[config.mk]
export PLATFORM = sky130hd
export DESIGN_NAME = presence_hold_lamp_controller
export DESIGN_NICKNAME = d
export VERILOG_FILES = /design/src/sv/phlc_pkg.sv /design/src/sv/phlc_lane.sv /design/src/sv/phlc_merge.sv /design/src/sv/presence_hold_lamp_controller.sv
export SDC_FILE = /design/constraint.sdc
export NUM_CORES = 1
export LEC_CHECK = 0
export BUFFER_PORTS_ARGS = -buffer_cell sky130_fd_sc_hd__clkbuf_2
export CORE_UTILIZATION = 40
export CTS_BUF_LIST = sky130_fd_sc_hd__clkbuf_8 sky130_fd_sc_hd__clkbuf_16
export CTS_CLUSTER_DIAMETER = 200
export DETAILED_ROUTE_END_ITERATION = 7
export HOLD_SLACK_MARGIN = 0.02
export PLACE_DENSITY = 0.66
export SKIP_CTS_REPAIR_TIMING = 1
export SLEW_MARGIN = 20
export SYNTH_ARGS = -nofsm -noshare
export SYNTH_HDL_FRONTEND = slang
export SYNTH_SLANG_ARGS = --single-unit
[constraint.sdc]
create_clock -name clk_i -period 52.8 [get_ports clk_i]
set_input_delay 7.92 -clock clk_i [delete_from_list [all_inputs] [get_ports clk_i]]
set_output_delay 7.92 -clock clk_i [all_outputs]
set_load 0.01 [all_outputs]
[src/sv/phlc_pkg.sv]
// Package for the presence hold lamp controller.
// Item types, register indexes, widths and clock limits; no dependencies.
package phlc_pkg;

  localparam int WINDOW   = 10;
  localparam int CHANNELS = 7;

  localparam int ECHO_W  = 7;
  localparam int CNT_W   = 4;
  localparam int HOLD_W  = 16;
  localparam int HOUR_W  = 5;
  localparam int MIN_W   = 6;
  localparam int SEC_W   = 6;
  localparam int CFG_IDX_W  = 3;
  localparam int CFG_DATA_W = 16;

  localparam logic [HOLD_W-1:0] HOLD_MAX   = '1;
  localparam logic [HOLD_W-1:0] CHAIN_INIT = HOLD_W'(1);

  localparam logic [SEC_W:0]  SEC_LAST  = (SEC_W+1)'(59);
  localparam logic [MIN_W:0]  MIN_LAST  = (MIN_W+1)'(59);
  localparam logic [HOUR_W:0] HOUR_LAST = (HOUR_W+1)'(23);
  localparam logic [HOUR_W-1:0] NIGHT_FROM = HOUR_W'(19);
  localparam logic [HOUR_W-1:0] NIGHT_TO   = HOUR_W'(7);

  localparam logic [CNT_W-1:0]  RST_THRESHOLD = CNT_W'(5);
  localparam logic [HOLD_W-1:0] RST_NIGHT     = HOLD_W'(20);
  localparam logic [HOLD_W-1:0] RST_DAY       = HOLD_W'(30);
  localparam logic [HOLD_W-1:0] RST_COMPANION = HOLD_W'(10);
  localparam logic [HOUR_W-1:0] RST_HOUR      = HOUR_W'(12);
  localparam logic [MIN_W-1:0]  RST_MINUTE    = MIN_W'(30);
  localparam logic [SEC_W-1:0]  RST_SECOND    = SEC_W'(30);

  typedef enum logic [CFG_IDX_W-1:0] {
    REG_VOTE_THRESHOLD  = 3'd0,
    REG_NIGHT_HOLD      = 3'd1,
    REG_DAY_HOLD        = 3'd2,
    REG_COMPANION_LIMIT = 3'd3,
    REG_START_HOUR      = 3'd4,
    REG_START_MINUTE    = 3'd5,
    REG_START_SECOND    = 3'd6
  } cfg_reg_e;

  typedef enum logic {
    FUNC_SAMPLE = 1'b0,
    FUNC_TICK   = 1'b1
  } func_e;

  typedef struct packed {
    logic              func;
    logic [ECHO_W-1:0] echo_bits;
  } in_item_t;

  typedef struct packed {
    logic              lamp_on;
    logic [HOLD_W-1:0] largest_hold;
    logic [HOLD_W-1:0] second_hold;
    logic [HOUR_W-1:0] hour;
    logic [MIN_W-1:0]  minute;
    logic [SEC_W-1:0]  second;
  } out_item_t;

  typedef struct packed {
    logic sample;
    logic tick;
    logic old_bit;
    logic new_bit;
  } lane_ctrl_t;

  typedef struct packed {
    logic [HOLD_W-1:0] night_hold;
    logic [HOLD_W-1:0] day_hold;
    logic [HOLD_W-1:0] companion_limit;
  } lamp_cfg_t;

endpackage

[src/sv/phlc_lane.sv]
// One sensor channel: window count of set bits and saturating hold counter.
// Depends on phlc_pkg.
module phlc_lane import phlc_pkg::*; (
  input  logic              clk_i,
  input  logic              rst_ni,
  input  lane_ctrl_t        ctrl_i,
  input  logic [CNT_W-1:0]  threshold_i,
  output logic [HOLD_W-1:0] hold_o
);

  logic [CNT_W-1:0]  count_q, count_d;
  logic [HOLD_W-1:0] hold_q, hold_d;

  always_comb begin
    count_d = count_q;
    if (ctrl_i.sample && (ctrl_i.old_bit != ctrl_i.new_bit)) begin
      if (ctrl_i.old_bit) begin
        count_d = count_q - CNT_W'(1);
      end else begin
        count_d = count_q + CNT_W'(1);
      end
    end
  end

  always_comb begin
    hold_d = hold_q;
    if (ctrl_i.tick) begin
      if (count_q <= threshold_i) begin
        if (hold_q != HOLD_MAX) begin
          hold_d = hold_q + HOLD_W'(1);
        end
      end else begin
        hold_d = '0;
      end
    end
  end

  always_ff @(posedge clk_i or negedge rst_ni) begin
    if (!rst_ni) begin
      count_q <= '0;
      hold_q  <= '0;
    end else begin
      count_q <= count_d;
      hold_q  <= hold_d;
    end
  end

  assign hold_o = hold_q;

endmodule

[src/sv/phlc_merge.sv]
// Merging stage: ordered compare chain over the lane hold values, lamp decision
// and the registered result item. Depends on phlc_pkg.
module phlc_merge import phlc_pkg::*; (
  input  logic                             clk_i,
  input  logic                             load_i,
  input  logic [CHANNELS-1:0][HOLD_W-1:0]  holds_i,
  input  lamp_cfg_t                        cfg_i,
  input  logic [HOUR_W-1:0]                hour_i,
  input  logic [MIN_W-1:0]                 minute_i,
  input  logic [SEC_W-1:0]                 second_i,
  output out_item_t                        item_o
);

  logic [HOLD_W-1:0] largest, runner, limit;
  logic              night;
  out_item_t         item_q, item_d;

  always_comb begin
    largest = CHAIN_INIT;
    runner  = CHAIN_INIT;
    for (int c = 0; c < CHANNELS; c++) begin
      if (holds_i[c] >= largest) begin
        runner  = largest;
        largest = holds_i[c];
      end else if ((holds_i[c] > runner) && (holds_i[c] < largest)) begin
        runner = holds_i[c];
      end
    end
  end

  assign night = (hour_i >= NIGHT_FROM) || (hour_i < NIGHT_TO);
  assign limit = night ? cfg_i.night_hold : cfg_i.day_hold;

  always_comb begin
    item_d.lamp_on      = (largest > limit) && (runner < cfg_i.companion_limit);
    item_d.largest_hold = largest;
    item_d.second_hold  = runner;
    item_d.hour         = hour_i;
    item_d.minute       = minute_i;
    item_d.second       = second_i;
  end

  always_ff @(posedge clk_i) begin
    if (load_i) begin
      item_q <= item_d;
    end
  end

  assign item_o = item_q;

endmodule

[src/sv/presence_hold_lamp_controller.sv]
// Presence hold lamp controller: top level with sample window, clock and handshake.
// One item per clock; the lanes update at the accepting edge and the compare chain
// result is registered when the pending item advances, so the result item is offered
// after that. The input stalls only while a pending item waits on a held result.
// Depends on phlc_pkg, phlc_lane and phlc_merge.
module presence_hold_lamp_controller import phlc_pkg::*; (
  input  logic                  clk_i,
  input  logic                  rst_ni,
  input  logic                  in_valid_i,
  output logic                  in_ready_o,
  input  in_item_t              in_item_i,
  output logic                  out_valid_o,
  input  logic                  out_ready_i,
  output out_item_t             out_item_o,
  input  logic                  cfg_we_i,
  input  logic [CFG_IDX_W-1:0]  cfg_idx_i,
  input  logic [CFG_DATA_W-1:0] cfg_data_i
);

  logic [CNT_W-1:0]  thr_q;
  lamp_cfg_t         lamp_cfg_q;
  logic [HOUR_W-1:0] hour_q, hour_d;
  logic [MIN_W-1:0]  min_q, min_d;
  logic [SEC_W-1:0]  sec_q, sec_d;

  logic [WINDOW-1:0][CHANNELS-1:0] ring_q;
  logic [CHANNELS-1:0]             sample_bits;
  logic [CHANNELS-1:0][HOLD_W-1:0] holds;

  logic accept, do_sample, do_tick, advance;
  logic pend_q, out_valid_q;

  logic [SEC_W:0]  sec_inc;
  logic [MIN_W:0]  min_inc;
  logic [HOUR_W:0] hour_inc;

  assign advance    = !out_valid_q || out_ready_i;
  assign in_ready_o = !pend_q || advance;
  assign accept     = in_valid_i && in_ready_o;
  assign do_sample  = accept && (in_item_i.func == FUNC_SAMPLE);
  assign do_tick    = accept && (in_item_i.func == FUNC_TICK);

  for (genvar c = 0; c < CHANNELS; c++) begin : g_bits
    if (c < ECHO_W) begin : g_echo
      assign sample_bits[c] = in_item_i.echo_bits[c];
    end else begin : g_none
      assign sample_bits[c] = 1'b0;
    end
  end

  always_ff @(posedge clk_i or negedge rst_ni) begin
    if (!rst_ni) begin
      ring_q <= '0;
    end else if (do_sample) begin
      ring_q <= {ring_q[WINDOW-2:0], sample_bits};
    end
  end

  for (genvar c = 0; c < CHANNELS; c++) begin : g_lane
    lane_ctrl_t ctrl;
    assign ctrl.sample  = do_sample;
    assign ctrl.tick    = do_tick;
    assign ctrl.old_bit = ring_q[WINDOW-1][c];
    assign ctrl.new_bit = sample_bits[c];

    phlc_lane u_lane (
      .clk_i       (clk_i),
      .rst_ni      (rst_ni),
      .ctrl_i      (ctrl),
      .threshold_i (thr_q),
      .hold_o      (holds[c])
    );
  end

  always_comb begin
    sec_inc  = {1'b0, sec_q} + (SEC_W+1)'(1);
    sec_d    = sec_inc[SEC_W-1:0];
    min_inc  = {1'b0, min_q};
    if (sec_inc > SEC_LAST) begin
      sec_d   = '0;
      min_inc = {1'b0, min_q} + (MIN_W+1)'(1);
    end
    min_d    = min_inc[MIN_W-1:0];
    hour_inc = {1'b0, hour_q};
    if (min_inc > MIN_LAST) begin
      min_d    = '0;
      hour_inc = {1'b0, hour_q} + (HOUR_W+1)'(1);
    end
    hour_d = hour_inc[HOUR_W-1:0];
    if (hour_inc > HOUR_LAST) begin
      hour_d = '0;
    end
  end

  always_ff @(posedge clk_i or negedge rst_ni) begin
    if (!rst_ni) begin
      thr_q                      <= RST_THRESHOLD;
      lamp_cfg_q.night_hold      <= RST_NIGHT;
      lamp_cfg_q.day_hold        <= RST_DAY;
      lamp_cfg_q.companion_limit <= RST_COMPANION;
      hour_q                     <= RST_HOUR;
      min_q                      <= RST_MINUTE;
      sec_q                      <= RST_SECOND;
    end else if (cfg_we_i) begin
      case (cfg_idx_i)
        REG_VOTE_THRESHOLD:  thr_q                      <= cfg_data_i[CNT_W-1:0];
        REG_NIGHT_HOLD:      lamp_cfg_q.night_hold      <= cfg_data_i[HOLD_W-1:0];
        REG_DAY_HOLD:        lamp_cfg_q.day_hold        <= cfg_data_i[HOLD_W-1:0];
        REG_COMPANION_LIMIT: lamp_cfg_q.companion_limit <= cfg_data_i[HOLD_W-1:0];
        REG_START_HOUR:      hour_q                     <= cfg_data_i[HOUR_W-1:0];
        REG_START_MINUTE:    min_q                      <= cfg_data_i[MIN_W-1:0];
        REG_START_SECOND:    sec_q                      <= cfg_data_i[SEC_W-1:0];
        default: ;
      endcase
    end else if (do_tick) begin
      hour_q <= hour_d;
      min_q  <= min_d;
      sec_q  <= sec_d;
    end
  end

  always_ff @(posedge clk_i or negedge rst_ni) begin
    if (!rst_ni) begin
      pend_q      <= 1'b0;
      out_valid_q <= 1'b0;
    end else begin
      if (accept) begin
        pend_q <= 1'b1;
      end else if (advance) begin
        pend_q <= 1'b0;
      end
      if (advance) begin
        out_valid_q <= pend_q;
      end
    end
  end

  phlc_merge u_merge (
    .clk_i    (clk_i),
    .load_i   (pend_q && advance),
    .holds_i  (holds),
    .cfg_i    (lamp_cfg_q),
    .hour_i   (hour_q),
    .minute_i (min_q),
    .second_i (sec_q),
    .item_o   (out_item_o)
  );

  assign out_valid_o = out_valid_q;

endmodule

# Word level (Yosys, flattened, before mapping)
# Cells that the tools add are included.
dict set report op_classes {
  n_mul 0
  magnitude_cmp 35
  n_shift 0
  eq_ne 30
  n_reduce_logical 41
  add_sub_neg 24
  n_bitwise 1
  muxes 59
  div_mod_pow 0
}
# cell n
set ops {}
lappend ops {{16-bit two-way mux} 36}
lappend ops {{16-bit by 1-bit adder with 16-bit output, second input constant} 7}
lappend ops {{16-bit > comparator} 7}
lappend ops {{16-bit less-than comparator} 7}
lappend ops {{16-bit != test, second input constant} 7}
lappend ops {{16-bit >= comparator} 6}
lappend ops {{6-bit two-way mux} 9}
lappend ops {{4-bit by 1-bit adder with 4-bit output, second input constant} 7}
lappend ops {{4-bit <= comparator} 7}
lappend ops {{4-bit two-way mux} 7}
lappend ops {{2-bit AND reduction} 14}
lappend ops {{4-bit by 1-bit subtractor with 4-bit output, second input constant} 7}
lappend ops {{5-bit two-way mux} 4}
lappend ops {{1-bit logical AND} 19}
lappend ops {{16-bit by 1-bit >= comparator with 1-bit output, second input constant} 1}
lappend ops {{16-bit by 1-bit > comparator with 1-bit output, second input constant} 1}
lappend ops {{16-bit by 1-bit less-than comparator with 1-bit output, second input constant} 1}
lappend ops {{6-bit by 1-bit adder with 7-bit output, second input constant} 2}
lappend ops {{7-bit by 6-bit > comparator with 1-bit output, second input constant} 2}
lappend ops {{2-bit != test, second input constant} 7}
lappend ops {{3-bit == test, second input constant} 3}
lappend ops {{7-bit two-way mux} 1}
lappend ops {{1-bit != test} 7}
lappend ops {{5-bit by 1-bit adder with 6-bit output, second input constant} 1}
lappend ops {{other kinds (12)} 20}
dict set report totals {
  input_bits 32
  mem_bits_rw 0
  word_cells 229
  ff_bits 331
  mem_bits_ro 0
  latchBits 0
  output_inout_bits 52
  n_memories 0
}

# Depth between registers and ports, before layout
# Gate-level depths: netlist (run 1).
dict set report logic_depth {
  ltp_word 30
  depth_mapped 102
  ltp_nobuf 93
}

# Cells and area by module
# A second synthesis (run 1) with hierarchy kept.
dict set report unflattened {
  hier_cells 3008
  area_unflattened_um2 26145.1
}
# module seq_area_each_um2 cells_each area_each_um2 n_inst
set modules_own_cells {}
lappend modules_own_cells {phlc_merge 1501.4 1360 10157.2 1}
lappend modules_own_cells {phlc_lane 500.5 151 1407.6 7}
lappend modules_own_cells {presence_hold_lamp_controller 3553.4 591 6134.6 1}

# Worst setup path before layout (run 1)
# No wires, ideal clock.
dict set report synth_path {
  path_type {register to register}
  from {register g_lane[0].u_lane.hold_q[0]}
  to {register u_merge.item_q, in the netlist u_merge.item_o[49] (data pin)}
  period_less_slack_ns 17.875
  slack_ns 34.925
  setup_time_ns 0.274
  path_buffers 15
  t_required_ns 52.526
  arrival_time_ns 17.601
  path_stages_with_launch 101
  cell_sequence {dfrtp_1 > inv_1 > ha_1 > nor4b_1 > nand4_1 > nand2_1 > ha_1 > a211o_1 > o311ai_1 > and3_1 > buf_4 > clkbuf_1 > clkbuf_1 > o21ai_0 > ha_1 > nor2b_1 > nor3_1 > o21a_1 > [... 65 more ...] > clkbuf_1 > clkbuf_1 > nor2_1 > a21oi_1 > ha_1 > nor2b_1 > o21ai_0 > nand2b_1 > a21oi_1 > nor2b_1 > o21ai_0 > nand2b_1 > a21oi_1 > nor2b_1 > o21ai_0 > o211ai_1 > o211ai_1 > a41oi_1}
}
# element line
set synth_lines {}
lappend synth_lines {{from (decl)} phlc_lane.sv:12} ;# logic [HOLD_W-1:0] hold_q, hold_d;
lappend synth_lines {{from (signal assigned)} phlc_lane.sv:44} ;# hold_q <= hold_d;
lappend synth_lines {{to (signal assigned)} phlc_merge.sv:45} ;# item_q <= item_d;
lappend synth_lines {{to (decl)} phlc_merge.sv:16} ;# out_item_t item_q, item_d;

==> flow_metrics.env, run 1 <==
export IMPL_final_layout_size_suffix_gt1_frac=0.1069
export IMPL_report_final_slew_viol_count=0
export IMPL_worst_r2r_path_depth=89
export IMPL_worst_clock_skew_ns=0.01819
export IMPL_critical_path_max_fanout=54
export IMPL_fmax_ghz=0.04843
export IMPL_critPathRequiredTime_ns=53.11
export IMPL_nets=3083
export IMPL_critPathTopFamily="compound AO/OA/AOI/OAI gates"
export IMPL_area_leader_netlist="dfrtp_1"
export IMPL_ys_top_cells_by_area="dfrtp_1 27%, ha_1 14%, edfxtp_1 6.2%"
export IMPL_n_antenna_cell=0
export IMPL_status="finished clean"
export IMPL_crit_type="reg2reg"
export IMPL_yosys_cell_types_count=87
export IMPL_drv_max_cap_violation_count=0
export IMPL_ctsHtreeMaxLevel=2
export IMPL_cpMaxStageDelayCell="o21a_1"
export IMPL_antenna_violating_nets_post_route=0
export IMPL_yosys_top_cells_count="380 x nand2_1, 303 x nor2_1, 270 x ha_1"
export IMPL_timing_final_setup_violations=0
export IMPL_finalWorstPathRequiredPeriod_ns=20.65
export IMPL_crit_path_frequent_cell="a21o_1"
export IMPL_globalRouteTotalUtil=0.2106
export IMPL_synth_yosys_warnings=0
export IMPL_top_count_cell_post_synth="nand2_1"
export IMPL_route_detailed_wl_per_inst_um=17.86
export IMPL_route_detailed_drc=0
export IMPL_cts_clk_slew_worst_paths_ns=0.06
export IMPL_i_o_pin_cnt=84
export IMPL_tritoncts_num_sinks=331
export IMPL_hold_violations=0
export IMPL_rsz_0062_raised_after_global_routing="false"
export IMPL_worstPathBufferInverterCount=7
export IMPL_ys_async_sr_fraction=0.8489
export IMPL_area_growth_pct=10.95
export IMPL_start_util=0.4058
export IMPL_cts_max_path_buffers=3
export IMPL_worst_path_largest_cell_delay_ns=0.86
export IMPL_area_share_of_the_largest_cell_type_after_synthesis=0.2717
export IMPL_drtIter0Drc=1529
export IMPL_clock_latency_on_the_worst_skew_pair_ns=0.58
export IMPL_tightestPinTransition_ns=1.033
export IMPL_fillCellCount=5677
export IMPL_port_buffer_count=83
export IMPL_cp_depth=89
export IMPL_min_period_over_period=0.3911
export IMPL_synth_edf_count=50
export IMPL_cts_tree="done"
export IMPL_vias_in_the_first_global_route=19770
export IMPL_timing_max_slew_rel_slack=0.3086
export IMPL_die_h_um=247.1
export IMPL_worst_endpoint_arrival_ns=20.96
export IMPL_grt_start_max_net_pins=189
export IMPL_overflow=0
export IMPL_worstHoldPathType="reg2reg"
export IMPL_detail_route_vias_per_cell=5.602
export IMPL_synth_ff_type="dfrtp_1"
export IMPL_antenna_found_initial=0
export IMPL_die_area_sq_mm=0.06108
export IMPL_wirelength_um=63920
export IMPL_totalNegativeSetupSlack_ns=0
export IMPL_fp_dieW_um=247.1
export IMPL_via_count=20050
export IMPL_worstSetupEndpointType="flip-flop"
export IMPL_crit_path_start_kind="flip-flop"
export IMPL_cts_root_buffer_cell="clkbuf_16"
export IMPL_cell_count_after_synthesis=2725
export IMPL_yosys_register_bits=331
export IMPL_grt_pass1_wl_um=103600
export IMPL_synth_area_per_cell_sq_um=8.821
export IMPL_std_cell_rows=89
export IMPL_coreArea_sq_mm=0.05924
export IMPL_synth_seq_area_share=0.3560
export IMPL_cts_inserted_buffers=40
export IMPL_detail_route_first_pass_iterations=6
export IMPL_synthesis_area_sq_mm=0.02404
export IMPL_whs_path_depth=2
export IMPL_place_hpwl_um=47410
export IMPL_gp_congestion=0.9403
logic make-up (layout without fill, tap and decap cells):
| group | count (synthesis) | in the layout | synth area share |
|---|---|---|---|
| adder cells (fa/ha/maj) | 277 | 277 | 0.1464 |
| buffers and inverters | 237 | 303 | 0.03789 |
| multiplexers | 140 | 140 | 0.06178 |
| flip-flops | 331 | 331 | 0.3560 |
| XOR/XNOR | 110 | 110 | 0.04008 |
| AND/OR/NAND/NOR | 1040 | 1040 | 0.1982 |
| other | 1 | 16 | 0.0001560 |
| AO/OA/AOI/OAI | 589 | 589 | 0.1595 |
cell usage in the layout, fill, tap and decap left out, types with 40 or more instances in the layout:
cell type  count
a21o_1        80
a21oi_1      152
clkbuf_16     40
clkbuf_2      82
dfrtp_1      261
edfxtp_1      50
ha_1         270
inv_1        122
mux2_2        67
mux2i_1       73
nand2_1      380
nand2b_1      40
nand3_1       58
nand4_1       64
nor2_1       299
nor2b_1       44
o21ai_0      155
xnor2_1       46
xor2_1        64
tightest hold or removal path, delay by kind of cell (launching register included):
kind	cells	cell delay, ns
and+or+nand+nor	2	0.10
DFF	1	0.34
through the flow:
step	setup WS (ns)	util	instance area, sq um	hold slack [ns]	instances
2_1_floorplan	34.93	-	24090	0.4231	2740
6_report	32.15	0.4502	26670	0.4625	3579
5_1_grt	30.41	0.4502	26670	0.4730	3579
4_1_cts	32.43	0.4496	26640	0.4662	3578
3_3_place_gp	33.02	0.4263	25250	0.4473	3504
3_5_place_dp	32.55	0.4263	25250	0.4529	3504
flip-flops by register name, summed over array words and instances (netlist names):
register,cells
g_lane.ctrl,7
g_lane.u_lane.count_q,28
g_lane.u_lane.hold_o,112
hour_q,5
lamp_cfg_q,48
min_q,6
out_valid_o,1
pend_q,1
ring_q,63
sec_q,6
thr_q,4
u_merge.item_o,50
worst paths after layout:
check / start / to / slack (ns)
min in group asynchronous: rst_ni / g_lane[1].u_lane.hold_o[11] / 7.38
min reg2reg: ring_q[38] / ring_q[45] / 0.46
max reg2reg: g_lane[0].u_lane.hold_o[0] / u_merge.item_o[49] / 32.15
max in group asynchronous: rst_ni / lamp_cfg_q[26] / 43.90
max: g_lane[0].u_lane.hold_o[0] / u_merge.item_o[49] / 32.15
min: ring_q[38] / ring_q[45] / 0.46
metal layers:
| layer | global-route usage | part of all wire | vias to the layer above | wire (um) |
|---|---|---|---|---|
| li1 | - | - | 9719 | - |
| met2 | 0.3473 | 0.47 | 486 | 30040 |
| met3 | 0.03310 | 0.053 | 107 | 3382 |
| met4 | 0.06245 | 0.024 | 0 | 1513 |
| met5 | 0 | 0 | - | 0 |
| met1 | 0.2828 | 0.45 | 9738 | 28990 |
area by class of cell:
type,count,area (sq um),area share
Inverter,126,473.0,0.01773
Clock buffer,45,1070,0.04011
Tap cell,773,967.2,0.03627
Clock inverter,29,312.8,0.01173
Timing Repair Buffer,103,608.1,0.02280
Multi-Input combinational cell,2172,14680,0.5505
Sequential cell,331,8558,0.3209
Power of run 1 is not shown: default switching activity piles up to over one toggle a cycle in this logic, so the estimate is an artifact.
==> run 2, diff against run 1 <==
--- a/config.mk
+++ b/config.mk
@@ -11,7 +11,7 @@
 export CTS_CLUSTER_DIAMETER = 200
 export DETAILED_ROUTE_END_ITERATION = 7
 export HOLD_SLACK_MARGIN = 0.02
-export PLACE_DENSITY = 0.66
+export PLACE_DENSITY = 0.69
 export SKIP_CTS_REPAIR_TIMING = 1
 export SLEW_MARGIN = 20
 export SYNTH_ARGS = -nofsm -noshare
==> constraint.sdc (replaced) <==
create_clock -name clk_i -period 18.05 [get_ports clk_i]
set_input_delay 2.7075 -clock clk_i [delete_from_list [all_inputs] [get_ports clk_i]]
set_output_delay 2.7075 -clock clk_i [all_outputs]
set_load 0.01 [all_outputs]
==> run 2 against run 1 <==
  * The flow now finishes with violations (design-rule violations)
  * Clock-buffer cell count down 1
  * Clock skew increased by 0.025 ns
  * First-iteration DRC count shrank 6.5%
  * Final cell count is 0.73% higher
  * Hold slack lost 0.016 ns
  * Utilization grew 0.56 points
  * Critical path depth fell by 8
  * Cell area is 1.3% higher
  * Die area unchanged
==> flow_metrics.env, run 2 (synthesis results as in run 1) <==
export IMPL_status="finished with violations"
export IMPL_violations="design-rule violations"
export IMPL_detail_route_vias_per_cell=5.520
export IMPL_port_buffer_count=83
export IMPL_postLayoutCoreUtil=0.4558
export IMPL_route_detailed_wl_per_inst_um=16.98
export IMPL_coreArea_sq_mm=0.05924
export IMPL_critPathLaunch="g_lane[0].u_lane.hold_o[0]"
export IMPL_cts_inserted_buffers=39
export IMPL_cts_tree="done"
export IMPL_grt_pass1_wl_um=99400
export IMPL_placed_cells=3523
export IMPL_most_common_layout_cells="378 x nand2_1, 298 x nor2_1, 270 x ha_1"
export IMPL_gp_congestion=0.9830
export IMPL_launch_instance_of_the_worst_min_delay_path="ring_q[22]"
export IMPL_reg2reg_from="g_lane[0].u_lane.hold_o[0]"
export IMPL_finalWorstPathRequiredPeriod_ns=16.88
export IMPL_antenna_found_initial=0
export IMPL_overflow=0
export IMPL_worst_clock_skew_ns=0.04363
export IMPL_fillCellCount=5789
export IMPL_globalRouteTotalUtil=0.2015
export IMPL_die_h_um=247.1
export IMPL_nets=3111
export IMPL_route_detailed_drc=1
export IMPL_worstHoldPathType="reg2reg"
export IMPL_min_period_over_period=0.9353
export IMPL_cpMaxStageDelayCell="o41ai_4"
export IMPL_tightestPinTransition_ns=1.046
export IMPL_place_hpwl_um=45220
export IMPL_met1_usage=0.2889
export IMPL_detail_route_first_pass_iterations=8
export IMPL_critPathRequiredTime_ns=18.35
export IMPL_tritoncts_num_sinks=331
export IMPL_leading_cell_type_in_the_layout_fill_and_taps_excluded="nand2_1"
export IMPL_timing_final_setup_violations=0
export IMPL_grt_busiest_layer="met2"
export IMPL_cts_clk_slew_worst_paths_ns=0.06
export IMPL_fp_dieW_um=247.1
export IMPL_area_growth_pct=12.34
export IMPL_crit_path_frequent_cell="a21o_1"
export IMPL_grt_start_max_net_pins=174
export IMPL_wirelength_um=61230
export IMPL_cts_max_path_buffers=3
export IMPL_groute_layer_met2_usage=0.3158
export IMPL_crit_type="reg2reg"
export IMPL_timing_max_slew_rel_slack=0.3026
export IMPL_worst_path_largest_cell_delay_ns=0.45
export IMPL_n_antenna_cell=0
export IMPL_multiInputGateArea_sq_mm=0.01487
export IMPL_fmax_ghz=0.05923
export IMPL_report_final_slew_viol_count=0
export IMPL_antenna_violating_nets_post_route=0
export IMPL_drtIter0Drc=1429
export IMPL_die_area_sq_mm=0.06108
export IMPL_largest_register_ff_count=112
export IMPL_clock_latency_on_the_worst_skew_pair_ns=0.60
export IMPL_std_cell_rows=89
export IMPL_hold_violations=0
export IMPL_gr_util_met3=0.02616
export IMPL_worstSetupEndpointType="flip-flop"
export IMPL_via_count=19900
export IMPL_vias_in_the_first_global_route=18740
export IMPL_cts_root_buffer_cell="clkbuf_16"
export IMPL_ctsHtreeMaxLevel=2
export IMPL_instances_no_fill=3605
export IMPL_drv_max_cap_violation_count=0
export IMPL_worst_endpoint_arrival_ns=17.19
export IMPL_final_layout_size_suffix_gt1_frac=0.1257
export IMPL_start_util=0.4058
export IMPL_sequential_cell_area_sq_mm=0.008558
export IMPL_crit_path_start_kind="flip-flop"
export IMPL_critical_path_max_fanout=49
export IMPL_i_o_pin_cnt=84
[run 2: cell types whose count changed in the layout (fill, tap and decap cells not counted), moves of 4 or more]
cell,change
clkinv_1,-4
a21oi_1,-4
a31oi_2,+6
a31oi_1,-6
buf_4,+24
a21oi_2,+4
mux2i_1,-4
[run 2: metrics by stage]
stage	setup WS, ns	area (sq um)	setup TNS (ns)	hold slack, ns
finish	1.168	27000	0	0.4470
global route	-0.1024	27000	-0.1024	0.4785
CTS	0.2256	26700	0	0.4357
global placement	0.6224	25400	0	0.4457
detailed placement	0.2437	25400	0	0.4500
floorplan	0.1752	24090	0	0.4231
[run 2: layout make-up]
class	count	area share
multi-input combinational	2173	0.5506
timing repair buffer	131	0.03091
clock inverter	27	0.009499
sequential	331	0.3169
tap	773	0.03582
clock buffer	44	0.03869
inverter	126	0.01751
[run 2: final timing paths]
| check | slack [ns] | endpoint | cells past startpoint |
|---|---|---|---|
| hold / removal | 0.45 | ring_q[29] | 2 |
| setup reg to reg | 1.17 | u_merge.item_o[49] | 81 |
| max in group asynchronous | 14.36 | lamp_cfg_q[9] | 2 |
| setup / recovery | 1.17 | u_merge.item_o[49] | 81 |
| min in group asynchronous | 2.21 | g_lane[1].u_lane.hold_o[4] | 1 |
| hold reg to reg | 0.45 | ring_q[29] | 2 |
[run 2: metal layers]
metal | wire [um] | share of wire
met5 | 0 | 0
met4 | 1276 | 0.021
met3 | 3595 | 0.059
met2 | 27850 | 0.45
met1 | 28500 | 0.47
[run 2: worst max-delay path: cells and delay by family (launching register included)]
| family | cells | cell delay, ns |
|---|---|---|
| adder cells (fa/ha/maj) | 8 | 2.25 |
| flip-flops | 1 | 0.41 |
| buffers and inverters | 7 | 1.63 |
| AND/OR/NAND/NOR | 18 | 2.94 |
| AO/OA/AOI/OAI | 47 | 8.99 |
| multiplexers | 1 | 0.38 |
Power of run 2 is left out for the same reason.
==> run 3, diff against run 2 <==
--- a/config.mk
+++ b/config.mk
@@ -6,12 +6,13 @@
 export NUM_CORES = 1
 export LEC_CHECK = 0
 export BUFFER_PORTS_ARGS = -buffer_cell sky130_fd_sc_hd__clkbuf_2
-export CORE_UTILIZATION = 40
+export CORE_UTILIZATION = 58
 export CTS_BUF_LIST = sky130_fd_sc_hd__clkbuf_8 sky130_fd_sc_hd__clkbuf_16
 export CTS_CLUSTER_DIAMETER = 200
 export DETAILED_ROUTE_END_ITERATION = 7
+export GPL_TIMING_DRIVEN = 0
 export HOLD_SLACK_MARGIN = 0.02
-export PLACE_DENSITY = 0.69
+export PLACE_DENSITY = 0.89
 export SKIP_CTS_REPAIR_TIMING = 1
 export SLEW_MARGIN = 20
 export SYNTH_ARGS = -nofsm -noshare
==> run 3 against run 2 <==
  * The run still ends with design-rule violations left
  * Fmax down 4.4%
  * Cell area grew 2.2%
  * First-iteration DRC count rose by 78%
  * Via count is 11% higher
  * Final cell count decreased by 3.8%
==> flow_metrics.env, run 3 (synthesis results as in run 1) <==
export IMPL_timing_max_slew_rel_slack=0.2261
export IMPL_fp_dieW_um=205.6
export IMPL_critPathRequiredTime_ns=18.44
export IMPL_worst_r2r_path_depth=88
export IMPL_critical_path_reg2reg_endpoint="u_merge.item_o[49]"
export IMPL_worst_clock_skew_ns=0.02025
export IMPL_crit_path_frequent_cell="a21o_1"
export IMPL_detail_route_first_pass_iterations=8
export IMPL_die_area_sq_mm=0.04226
export IMPL_critical_path_max_fanout=10
export IMPL_clock_latency_on_the_worst_skew_pair_ns=0.57
export IMPL_area_growth_pct=14.75
export IMPL_cts_inserted_buffers=37
export IMPL_violations="design-rule violations"
export IMPL_cts_clk_slew_worst_paths_ns=0.06
export IMPL_worst_endpoint_arrival_ns=18.05
export IMPL_final_layout_size_suffix_gt1_frac=0.1488
export IMPL_grt_start_max_net_pins=87
export IMPL_std_cell_rows=74
export IMPL_grt_pass1_wl_um=110400
export IMPL_status="finished with violations"
export IMPL_cts_max_path_buffers=3
export IMPL_largest_register_ff_count=112
export IMPL_cpMaxStageDelayCell="clkbuf_1"
export IMPL_nets=3218
export IMPL_route_detailed_wl_per_inst_um=20.41
export IMPL_detail_route_vias_per_cell=6.377
export IMPL_port_buffer_count=83
export IMPL_coreArea_sq_mm=0.04083
export IMPL_gp_congestion=1.000
export IMPL_via_count=22120
export IMPL_placed_cell_area_sq_mm=0.02530
export IMPL_summed_area_of_non_filler_cells_in_the_final_layout_sq_mm=0.02758
export IMPL_drtIter0Drc=2538
export IMPL_i_o_pin_cnt=84
export IMPL_tritoncts_num_sinks=331
export IMPL_worst_path_largest_cell_delay_ns=0.52
export IMPL_most_common_layout_cells="378 x nand2_1, 299 x nor2_1, 269 x ha_1"
export IMPL_tightestPinTransition_ns=1.161
export IMPL_n_antenna_cell=0
export IMPL_route_detailed_drc=1
export IMPL_cts_root_buffer_cell="clkbuf_16"
export IMPL_overflow=0
export IMPL_die_h_um=205.6
export IMPL_place_hpwl_um=50520
export IMPL_drv_max_cap_violation_count=0
export IMPL_min_period_over_period=0.9784
export IMPL_start_util=0.5887
export IMPL_worstHoldPathType="reg2reg"
export IMPL_globalRouteTotalUtil=0.3272
export IMPL_leading_cell_type_in_the_layout_fill_and_taps_excluded="nand2_1"
export IMPL_critPathLaunch="g_lane[0].u_lane.hold_o[0]"
export IMPL_wirelength_um=70790
export IMPL_r2r_setup_slack_ns=0.39
export IMPL_crit_path_start_kind="flip-flop"
export IMPL_cts_tree="done"
export IMPL_vias_in_the_first_global_route=21600
export IMPL_crit_type="reg2reg"
export IMPL_antenna_found_initial=0
export IMPL_reg2reg_from="g_lane[0].u_lane.hold_o[0]"
export IMPL_report_final_slew_viol_count=0
export IMPL_endpoint="u_merge.item_o[49]"
export IMPL_worstSetupEndpointType="flip-flop"
export IMPL_hold_violations=0
export IMPL_timing_final_setup_violations=0
export IMPL_finalWorstPathRequiredPeriod_ns=17.66
export IMPL_fmax_ghz=0.05663
export IMPL_ctsHtreeMaxLevel=2
export IMPL_antenna_violating_nets_post_route=0
[run 3: changes by cell type in the layout (fill, tap and decap cells not counted), moves of 6 or more]
cell      change
o21ai_2      +13
buf_4        +13
a21oi_1       -9
o21ai_0      -29
mux2i_1       -7
buf_6        +12
a21oi_2       +8
clkbuf_1     +62
buf_2         +6
o21ai_1      +15
clkbuf_2      +7
[run 3: worst max-delay path, delay by kind of cell, from the launching register on]
family / cells / cell delay, ns
DFF: 1 / 0.44
and+or+nand+nor: 19 / 2.92
buffers and inverters: 14 / 2.50
adders and majority gates: 8 / 2.14
muxes: 2 / 0.65
AOI/OAI and AO/OA: 45 / 8.81
[run 3: area by class of cell]
cell class | instances | area (sq um)
clock buffer | 42 | 1006
sequential | 331 | 8561
tap | 532 | 665.6
clock inverter | 25 | 271.5
timing repair buffer | 133 | 872.1
buffer | 108 | 609.3
inverter | 126 | 473.0
fill | 2986 | 13250
multi-input combinational | 2172 | 15130
[run 3: worst min path at each step]
stage                     startpoint                 end  cells after the start
final                      hour_q[4]  u_merge.item_o[16]                      0
after global routing       hour_q[4]  u_merge.item_o[16]                      0
after CTS                  hour_q[4]  u_merge.item_o[16]                      0
after detailed placement   hour_q[4]  u_merge.item_o[16]                      0
after global placement     hour_q[4]  u_merge.item_o[16]                      0
after floorplan            hour_q[4]  u_merge.item_o[16]                      0
[run 3: through the flow]
step                cells  utilization  TNS (ns)  setup WS (ns)  hold slack, ns
floorplan            2740            -         0         0.1752          0.4231
global placement     3355       0.6166    -63.53         -3.800          0.4382
detailed placement   3360       0.6197    -78.19         -4.360          0.4383
CTS                  3427       0.6510    -83.62         -4.474          0.4525
global route         3469       0.6756   -0.3171        -0.3171          0.4623
finish               3469       0.6756         0         0.3900          0.4557
[run 3: routing by layer]
layer	up-vias	track usage	wire length, um
li1	10000	-	-
met1	10690	0.4270	28560
met2	1195	0.5368	33680
met3	231	0.05559	5797
met4	0	0.1354	2755
met5	-	0	0
Power of run 3 is left out for the same reason.
